## src/design/slie_pkg.sv

```systemverilog
// Shared types and constants for the sorted list intersect / except block.
// Depends on nothing; imported by the controller, the datapath and the top level.
package slie_pkg;

   localparam int RES_ID_BITS = 24;
   localparam int COUNT_BITS  = 6;
   localparam int OP_BITS     = 2;

   localparam logic MODE_INTERSECT = 1'b0;
   localparam logic MODE_EXCEPT    = 1'b1;

   typedef enum logic [OP_BITS-1:0] {
      OP_LOAD_FIRST  = 2'd0,
      OP_LOAD_SECOND = 2'd1,
      OP_RUN         = 2'd2
   } op_type;

   typedef struct packed {
      logic start;
      logic load_first;
      logic load_second;
      logic step;
      logic finish;
   } cmd_type;

   typedef struct packed {
      logic walk_done;
      logic can_push;
   } status_type;

endpackage

```

## src/design/slie_ctrl.sv

```systemverilog
// Controller state machine: takes input words, decodes op and sequences a run.
// Depends on slie_pkg for op codes and the command / status structs.
module slie_ctrl
   import slie_pkg::*;
(
   input  logic                clock,
   input  logic                reset,
   input  logic                req_tvalid,
   input  logic [OP_BITS-1:0]  req_tuser,
   output logic                req_tready,
   input  status_type          status,
   output cmd_type             cmd
);

   typedef enum logic [1:0] {
      ST_IDLE,
      ST_WALK,
      ST_FINISH
   } state_type;

   state_type state_ff;
   state_type state_in;

   always_comb begin
      state_in   = state_ff;
      cmd        = '0;
      req_tready = (state_ff == ST_IDLE);
      case (state_ff)
         ST_IDLE: begin
            if (req_tvalid) begin
               case (op_type'(req_tuser))
                  OP_LOAD_FIRST:  cmd.load_first  = 1'b1;
                  OP_LOAD_SECOND: cmd.load_second = 1'b1;
                  OP_RUN: begin
                     cmd.start = 1'b1;
                     state_in  = ST_WALK;
                  end
                  default: ;
               endcase
            end
         end
         ST_WALK: begin
            if (status.walk_done) begin
               state_in = ST_FINISH;
            end else begin
               cmd.step = status.can_push;
            end
         end
         ST_FINISH: begin
            if (status.can_push) begin
               cmd.finish = 1'b1;
               state_in   = ST_IDLE;
            end
         end
         default: state_in = ST_IDLE;
      endcase
   end

   always_ff @(posedge clock) begin
      if (reset) begin
         state_ff <= ST_IDLE;
      end else begin
         state_ff <= state_in;
      end
   end

endmodule

```

## src/design/slie_dp.sv

```systemverilog
// Datapath: list memories, lengths, merge indices, pending result and output word.
// Depends on slie_pkg; driven by commands from slie_ctrl.
module slie_dp
   import slie_pkg::*;
#(
   parameter int LIST_DEPTH = 32,
   parameter int ID_BITS    = 24
) (
   input  logic                    clock,
   input  logic                    reset,
   input  cmd_type                 cmd,
   output status_type              status,
   input  logic [RES_ID_BITS-1:0]  doc_id,
   input  logic                    csr_we,
   input  logic                    csr_wdata,
   output logic                    rsp_tvalid,
   input  logic                    rsp_tready,
   output logic [31:0]             rsp_tdata,
   output logic [1:0]              rsp_tuser,
   output logic                    rsp_tlast
);

   localparam int AW    = $clog2(LIST_DEPTH);
   localparam int CNT_W = $clog2(LIST_DEPTH + 1);
   localparam logic [CNT_W-1:0] DEPTH_C = CNT_W'(LIST_DEPTH);
   localparam logic [CNT_W-1:0] ONE_C   = CNT_W'(1);

   logic [ID_BITS-1:0] first_mem  [LIST_DEPTH];
   logic [ID_BITS-1:0] second_mem [LIST_DEPTH];

   logic                   mode_ff;
   logic [CNT_W-1:0]       first_len_ff, second_len_ff;
   logic                   overflow_ff;
   logic [CNT_W-1:0]       i_ff, i_in, j_ff, j_in;
   logic [ID_BITS-1:0]     a_ff, b_ff;
   logic [CNT_W-1:0]       cnt_ff;
   logic                   pend_valid_ff;
   logic [ID_BITS-1:0]     pend_id_ff;
   logic [CNT_W-1:0]       pend_cnt_ff;
   logic                   out_valid_ff;
   logic [RES_ID_BITS-1:0] out_id_ff;
   logic                   out_res_ff, out_last_ff, out_drop_ff;
   logic [COUNT_BITS-1:0]  out_cnt_ff;

   logic [ID_BITS+RES_ID_BITS-1:0] load_ext;
   logic [ID_BITS-1:0]             load_id;
   logic [RES_ID_BITS+ID_BITS-1:0] pend_id_ext;
   logic [COUNT_BITS+CNT_W-1:0]    pend_cnt_ext;
   logic i_lt, j_lt, both, emit, adv_i, adv_j, push;

   assign load_ext     = {{ID_BITS{1'b0}}, doc_id};
   assign load_id      = load_ext[ID_BITS-1:0];
   assign pend_id_ext  = {{RES_ID_BITS{1'b0}}, pend_id_ff};
   assign pend_cnt_ext = {{COUNT_BITS{1'b0}}, pend_cnt_ff};

   // one merge step decision on the current heads
   always_comb begin
      i_lt  = (i_ff < first_len_ff);
      j_lt  = (j_ff < second_len_ff);
      both  = i_lt && j_lt;
      emit  = 1'b0;
      adv_i = 1'b0;
      adv_j = 1'b0;
      if (both) begin
         if (a_ff < b_ff) begin
            emit  = (mode_ff == MODE_EXCEPT);
            adv_i = 1'b1;
         end else if (a_ff > b_ff) begin
            adv_j = 1'b1;
         end else begin
            emit  = (mode_ff == MODE_INTERSECT);
            adv_j = (mode_ff == MODE_INTERSECT);
            adv_i = 1'b1;
         end
      end else if ((mode_ff == MODE_EXCEPT) && i_lt) begin
         emit  = 1'b1;
         adv_i = 1'b1;
      end
   end

   assign status.walk_done = !(both || ((mode_ff == MODE_EXCEPT) && i_lt));
   assign status.can_push  = !out_valid_ff || rsp_tready;

   // a step that emits flushes the older pending id; finish flushes the last
   assign push = (cmd.step && emit && pend_valid_ff) || cmd.finish;

   always_comb begin
      if (cmd.start) begin
         i_in = '0;
         j_in = '0;
      end else begin
         i_in = (cmd.step && adv_i) ? i_ff + ONE_C : i_ff;
         j_in = (cmd.step && adv_j) ? j_ff + ONE_C : j_ff;
      end
   end

   // list memories: one write port, one registered read port each
   always_ff @(posedge clock) begin
      if (cmd.load_first && (first_len_ff < DEPTH_C)) begin
         first_mem[first_len_ff[AW-1:0]] <= load_id;
      end
      a_ff <= first_mem[i_in[AW-1:0]];
   end

   always_ff @(posedge clock) begin
      if (cmd.load_second && (second_len_ff < DEPTH_C)) begin
         second_mem[second_len_ff[AW-1:0]] <= load_id;
      end
      b_ff <= second_mem[j_in[AW-1:0]];
   end

   always_ff @(posedge clock) begin
      i_ff <= i_in;
      j_ff <= j_in;
      if (cmd.start) begin
         cnt_ff <= '0;
      end else if (cmd.step && emit) begin
         cnt_ff      <= cnt_ff + ONE_C;
         pend_id_ff  <= a_ff;
         pend_cnt_ff <= cnt_ff + ONE_C;
      end
      if (push) begin
         out_last_ff <= cmd.finish;
         out_drop_ff <= overflow_ff;
         if (cmd.finish && !pend_valid_ff) begin
            out_id_ff  <= '0;
            out_res_ff <= 1'b0;
            out_cnt_ff <= '0;
         end else begin
            out_id_ff  <= pend_id_ext[RES_ID_BITS-1:0];
            out_res_ff <= 1'b1;
            out_cnt_ff <= pend_cnt_ext[COUNT_BITS-1:0];
         end
      end
   end

   always_ff @(posedge clock) begin
      if (reset) begin
         mode_ff       <= MODE_INTERSECT;
         first_len_ff  <= '0;
         second_len_ff <= '0;
         overflow_ff   <= 1'b0;
         pend_valid_ff <= 1'b0;
         out_valid_ff  <= 1'b0;
      end else begin
         if (csr_we) begin
            mode_ff <= csr_wdata;
         end
         if (cmd.load_first) begin
            if (first_len_ff < DEPTH_C) begin
               first_len_ff <= first_len_ff + ONE_C;
            end else begin
               overflow_ff <= 1'b1;
            end
         end
         if (cmd.load_second) begin
            if (second_len_ff < DEPTH_C) begin
               second_len_ff <= second_len_ff + ONE_C;
            end else begin
               overflow_ff <= 1'b1;
            end
         end
         if (cmd.start || cmd.finish) begin
            pend_valid_ff <= 1'b0;
         end else if (cmd.step && emit) begin
            pend_valid_ff <= 1'b1;
         end
         if (cmd.finish) begin
            first_len_ff  <= '0;
            second_len_ff <= '0;
            overflow_ff   <= 1'b0;
         end
         if (push) begin
            out_valid_ff <= 1'b1;
         end else if (rsp_tready) begin
            out_valid_ff <= 1'b0;
         end
      end
   end

   assign rsp_tvalid = out_valid_ff;
   assign rsp_tdata  = {2'b00, out_cnt_ff, out_id_ff};
   assign rsp_tuser  = {out_drop_ff, out_res_ff};
   assign rsp_tlast  = out_last_ff;

endmodule

```

## src/design/sorted_list_intersect_except_top.sv

```systemverilog
// Top level of the sorted list intersect / except block.
// Depends on slie_pkg, slie_ctrl and slie_dp.
//
// Usage:
//   req_* carries load and run words. req_tuser is the op: load the id in
//   req_tdata into the first list, load it into the second list, or run the
//   merge. Code 3 is taken and ignored. csr_we / csr_wdata write the mode
//   (0 intersection, 1 first list minus second); write it only while idle.
//   rsp_* carries one word per result id in ascending order, with a running
//   count and rsp_tlast on the final word. An empty result gives one word with
//   valid_res low, count 0 and tlast high.
// Sequence:
//   Loads stream back to back. A run is accepted, then walks the merge one
//   step at a time (at most first length plus second length steps), sees the
//   walk done and pushes the last word. The merge loop runs one step a cycle
//   on the single read port of each list memory while the output can take a
//   word. No new word is taken until that push.
// Reset and stall:
//   Reset empties both lists, clears the overflow flag and selects
//   intersection; list memories need no clearing pass. A stalled receiver
//   holds the output word and the walk waits until it drains; the input side
//   is taken again as soon as the final word sits in the output register.
module sorted_list_intersect_except_top
   import slie_pkg::*;
#(
   parameter int LIST_DEPTH = 32,
   parameter int ID_BITS    = 24
) (
   input  logic        clock,
   input  logic        reset,
   input  logic        req_tvalid,
   output logic        req_tready,
   input  logic [23:0] req_tdata,   // [23:0] doc_id
   input  logic [1:0]  req_tuser,   // [1:0] op
   input  logic        csr_we,
   input  logic        csr_wdata,   // mode
   output logic        rsp_tvalid,
   input  logic        rsp_tready,
   output logic [31:0] rsp_tdata,   // [23:0] result_id, [29:24] count, [31:30] zero
   output logic [1:0]  rsp_tuser,   // [0] valid_res, [1] dropped
   output logic        rsp_tlast    // last
);

   cmd_type    cmd;
   status_type status;

   // sequence loads and runs
   slie_ctrl u_ctrl (
      .clock      (clock),
      .reset      (reset),
      .req_tvalid (req_tvalid),
      .req_tuser  (req_tuser),
      .req_tready (req_tready),
      .status     (status),
      .cmd        (cmd)
   );

   // hold the lists, walk them and drive the output word
   slie_dp #(
      .LIST_DEPTH (LIST_DEPTH),
      .ID_BITS    (ID_BITS)
   ) u_dp (
      .clock      (clock),
      .reset      (reset),
      .cmd        (cmd),
      .status     (status),
      .doc_id     (req_tdata),
      .csr_we     (csr_we),
      .csr_wdata  (csr_wdata),
      .rsp_tvalid (rsp_tvalid),
      .rsp_tready (rsp_tready),
      .rsp_tdata  (rsp_tdata),
      .rsp_tuser  (rsp_tuser),
      .rsp_tlast  (rsp_tlast)
   );

   // no input word is taken while a run is walking or finishing
   a_busy_no_accept: assert property (@(posedge clock) disable iff (reset)
      (cmd.step || cmd.finish) |-> !req_tready)
      else $error("input taken during a run");

   // finishing a run leaves the last word in the output register
   a_finish_last: assert property (@(posedge clock) disable iff (reset)
      cmd.finish |=> (rsp_tvalid && rsp_tlast))
      else $error("run finished without a last word");

   // an empty result word carries a zero count
   a_empty_count: assert property (@(posedge clock) disable iff (reset)
      (rsp_tvalid && !rsp_tuser[0]) |-> (rsp_tlast && (rsp_tdata[29:24] == 6'd0)))
      else $error("empty result word malformed");

endmodule
```

## config.mk

```make
export PLATFORM = sky130hd
export DESIGN_NAME = sorted_list_intersect_except_top
export DESIGN_NICKNAME = d
export VERILOG_FILES = /design/src/design/slie_pkg.sv /design/src/design/slie_ctrl.sv /design/src/design/slie_dp.sv /design/src/design/sorted_list_intersect_except_top.sv
export SDC_FILE = /design/constraint.sdc
export NUM_CORES = 2
export LEC_CHECK = 0
export BUFFER_PORTS_ARGS = -buffer_cell sky130_fd_sc_hd__buf_2
export CAP_MARGIN = 20
export CORE_MARGIN = 1.5
export CORE_UTILIZATION = 45
export DETAILED_ROUTE_END_ITERATION = 10
export PLACE_DENSITY_LB_ADDON = 0.15
export SLEW_MARGIN = 20
export SYNTH_ARGS = -nofsm -noshare
export SYNTH_HDL_FRONTEND = slang
export SYNTH_SLANG_ARGS = --single-unit
```

## constraint.sdc

```tcl
create_clock -name clock -period 11.1 [get_ports clock]
set_input_delay 0.555 -clock clock [delete_from_list [all_inputs] [get_ports clock]]
set_output_delay 0.555 -clock clock [all_outputs]
set_load 0.05 [all_outputs]
```

==> impl_metrics.json <==
{
  "min_period_over_period": 0.565,
  "setup_violations": 0,
  "dp_hpwl_mm": 94.3,
  "worst_slew_pin_slew_ns": 1.11,
  "via_per_inst": 5.85,
  "first_global_vias": 36000,
  "dr.first_iter.drc_count": 4071,
  "path_delay_family": "compound AO/OA/AOI/OAI gates",
  "grt_max_degree": 129,
  "routedWlPerCell_um": 27.9,
  "syn_inst": 4258,
  "maxCapViolCount": 0,
  "die_y_um": 384,
  "ys_seq_elements": 1683,
  "fp.dieArea_um2": 148000,
  "cts_made_buffers": 171,
  "irDropWorstVdd_mv": 0.123,
  "crit_required_ns": 11.69,
  "syn_avg_cell_area_um2": 15.4,
  "slowest_stage": "nor4_1",
  "grt_pass1_wl_mm": 256,
  "pin_count": 69,
  "grt_setup_unrepaired": "no",
  "synth.top_cell.area_share": 0.735,
  "path_class": "register to register",
  "postCtsSetupRepairBufs": 0,
  "synth_ff_type": "edfxtp_1",
  "first_pass_iters": 5,
  "cp-start-kind": "register",
  "slew_viol_final": 0,
  "drive_above_1_share": 0.123,
  "fp.dieW_um": 384,
  "postRouteAntennaNets": 0,
  "synth_cell_types": 70,
  "hold_class": "input port to register",
  "synth_edf_count": 1599,
  "outcome": "finished, final reports clean",
  "clk_pin_slew_ns": 0.06,
  "clock_sinks": 1683,
  "syn_to_final_growth_pct": 12.3,
  "fillers": 11800,
  "leakagePower_uw": 0.0256,
  "gp_congestion": 0.812,
  "cp_common_cell": "o21ai_0",
  "core_um2": 144000,
  "final_common_cell": "edfxtp_1",
  "num_rows": 139,
  "fin_skew_ns": 0.0319,
  "clk_path_buf_depth": 3,
  "synth_seq_area_share": 0.760,
  "grtUsageTotal": 0.242,
  "power_density_nw_per_um2": 172,
  "max_freq_mhz": 159,
  "cts_root_buffer": "clkbuf_16",
  "netlist_top_cells_area": "edfxtp_1 (73%), nand2_1 (4.8%), mux2i_1 (4.3%)",
  "drc": 0,
  "final_cell_mix": "edfxtp_1 (1,599), nand2_1 (837), mux2i_1 (277), nand3_1 (239), clkbuf_16 (174)",
  "wirelength_mm": 179,
  "crit_chain": "clkinv_1, ha_1, a2111oi_0, o21ai_0, o21ai_0, nand3_1, o211ai_4, mux2_2, nand2_2, clkinv_2, buf_4, and3_1, a31oi_1, o22ai_1, nor4_1",
  "fin_nets": 4457,
  "end_kind": "register",
  "yosys_warnings": 0,
  "maxSlewHeadroom": 0.259,
  "min_period_ns": 6.28,
  "antenna_found_initial": 5,
  "port_buffers": 66,
  "clk_latency_ns": 0.80,
  "final-hold-violation-count": 0,
  "overflow": 0,
  "syn_area_um2": 65400,
  "max_stage_delay_ns": 0.79,
  "crit_buf_inv": 3,
  "async_flop_share": 0,
  "vias": 37600,
  "fin_util": 0.510,
  "crit_fanout": 39,
  "setup_tns_ns": 0,
  "htree_levels": 4,
  "initial_core_util": 0.454,
  "cp.arrival_ns": 6.87,
  "yosys.area.top_type": "edfxtp_1",
  "cts_tree": "built"
}
## synthesized netlist by cell type, types with 43 or more instances
| master | number |
|---|---|
| mux2i_1 | 279 |
| nand4_1 | 57 |
| dfxtp_1 | 84 |
| mux4_2 | 43 |
| edfxtp_1 | 1599 |
| buf_2 | 80 |
| nand2_1 | 838 |
| nand3_1 | 239 |
| ha_1 | 45 |
| clkbuf_1 | 139 |
| a22oi_1 | 44 |
| a32oi_1 | 141 |
| a21oi_1 | 127 |
| a221oi_1 | 50 |
| nor2_1 | 103 |
## kinds of logic (layout without fill, tap and decap cells)
kind of cell	after synthesis	after routing	synth area share
muxes	324	324	0.0579
buffers and inverters	296	548	0.0200
xor gates and xnor gates	24	24	0.00322
and+or+nand+nor	1334	1334	0.0875
DFF	1683	1683	0.760
AOI/OAI and AO/OA	551	551	0.0624
other	1	7	0.0000574
adders and majority gates	45	45	0.00861
## metal layers
metal / up-vias / track usage / wire [um] / share of wire
met5: - / 0 / 0 / 0
met4: 0 / 0.0772 / 4780 / 0.027
met3: 246 / 0.0542 / 15500 / 0.086
li1: 16600 / - / - / -
met1: 19200 / 0.351 / 78000 / 0.44
met2: 1469 / 0.364 / 81000 / 0.45
## cell type report
type,count,area [um^2],area share
Timing Repair Buffer,197,1330,0.0181
Clock inverter,62,368,0.00501
Clock buffer,242,4740,0.0646
Antenna cell,5,12.5,0.000170
Multi-Input combinational cell,2280,14700,0.200
Sequential cell,1683,49700,0.677
Tap cell,1903,2380,0.0324
Inverter,47,195,0.00266
## metrics by stage
stage / setup WS, ns / instance area, um^2 / std cells / hold slack (ns) / power [uW]
5_1_grt: 4.53 / 73400 / 6415 / 0.0738 / 12900
3_3_place_gp: 4.86 / 68300 / 6108 / 0.417 / 7380
4_1_cts: 4.71 / 73400 / 6414 / 0.0424 / 12700
6_report: 4.82 / 73400 / 6419 / 0.103 / 12600
3_5_place_dp: 4.77 / 68300 / 6108 / 0.427 / 7390
2_1_floorplan: 6.06 / 65400 / 4259 / 0.408 / 7220
## power by group
| part | internal [uW] | switching [uW] | total, uW | leakage, uW |
|---|---|---|---|---|
| clock | 3000 | 2330 | 5330 | 0.00249 |
| combinational | 62.1 | 212 | 274 | 0.00806 |
| sequential | 6960 | 16.9 | 6980 | 0.0151 |
| total | 10000 | 2560 | 12600 | 0.0256 |
## state kept, by name, summed over array words and instances, names as in the netlist, 2 cells and up
| name | flops |
|---|---|
| u_dp.b_ff | 24 |
| u_dp.a_ff | 24 |
| u_dp.first_mem | 768 |
| u_dp.second_len_ff | 6 |
| u_dp.j_ff | 6 |
| u_dp.pend_id_ff | 24 |
| u_dp.first_len_ff | 6 |
| u_dp.second_mem | 768 |
| u_ctrl.state_ff | 2 |
| u_dp.i_ff | 6 |
| u_dp.pend_cnt_ff | 6 |
| u_dp.out_cnt_ff | 6 |
| u_dp.out_id_ff | 24 |
| u_dp.cnt_ff | 6 |
## timing repair
| action | in CTS | in global routing |
|---|---|---|
| gates resized for setup | 0 | 0 |
| hold buffers | 2 | 0 |
| endpoints found under the hold margin | 1 | 0 |
## path summary, 6_finish.rpt
check,startpoint,to,slack [ns],depth (start not counted)
setup / recovery,u_dp.first_len_ff[3],u_dp.a_ff[9],4.82,15
setup reg to reg,u_dp.first_len_ff[3],u_dp.a_ff[9],4.82,15
hold reg to reg,u_dp.a_ff[9],u_dp.pend_id_ff[9],0.44,0
hold / removal,reset,u_dp.mode_ff,0.10,2
Power figures use the tool's default switching activity.
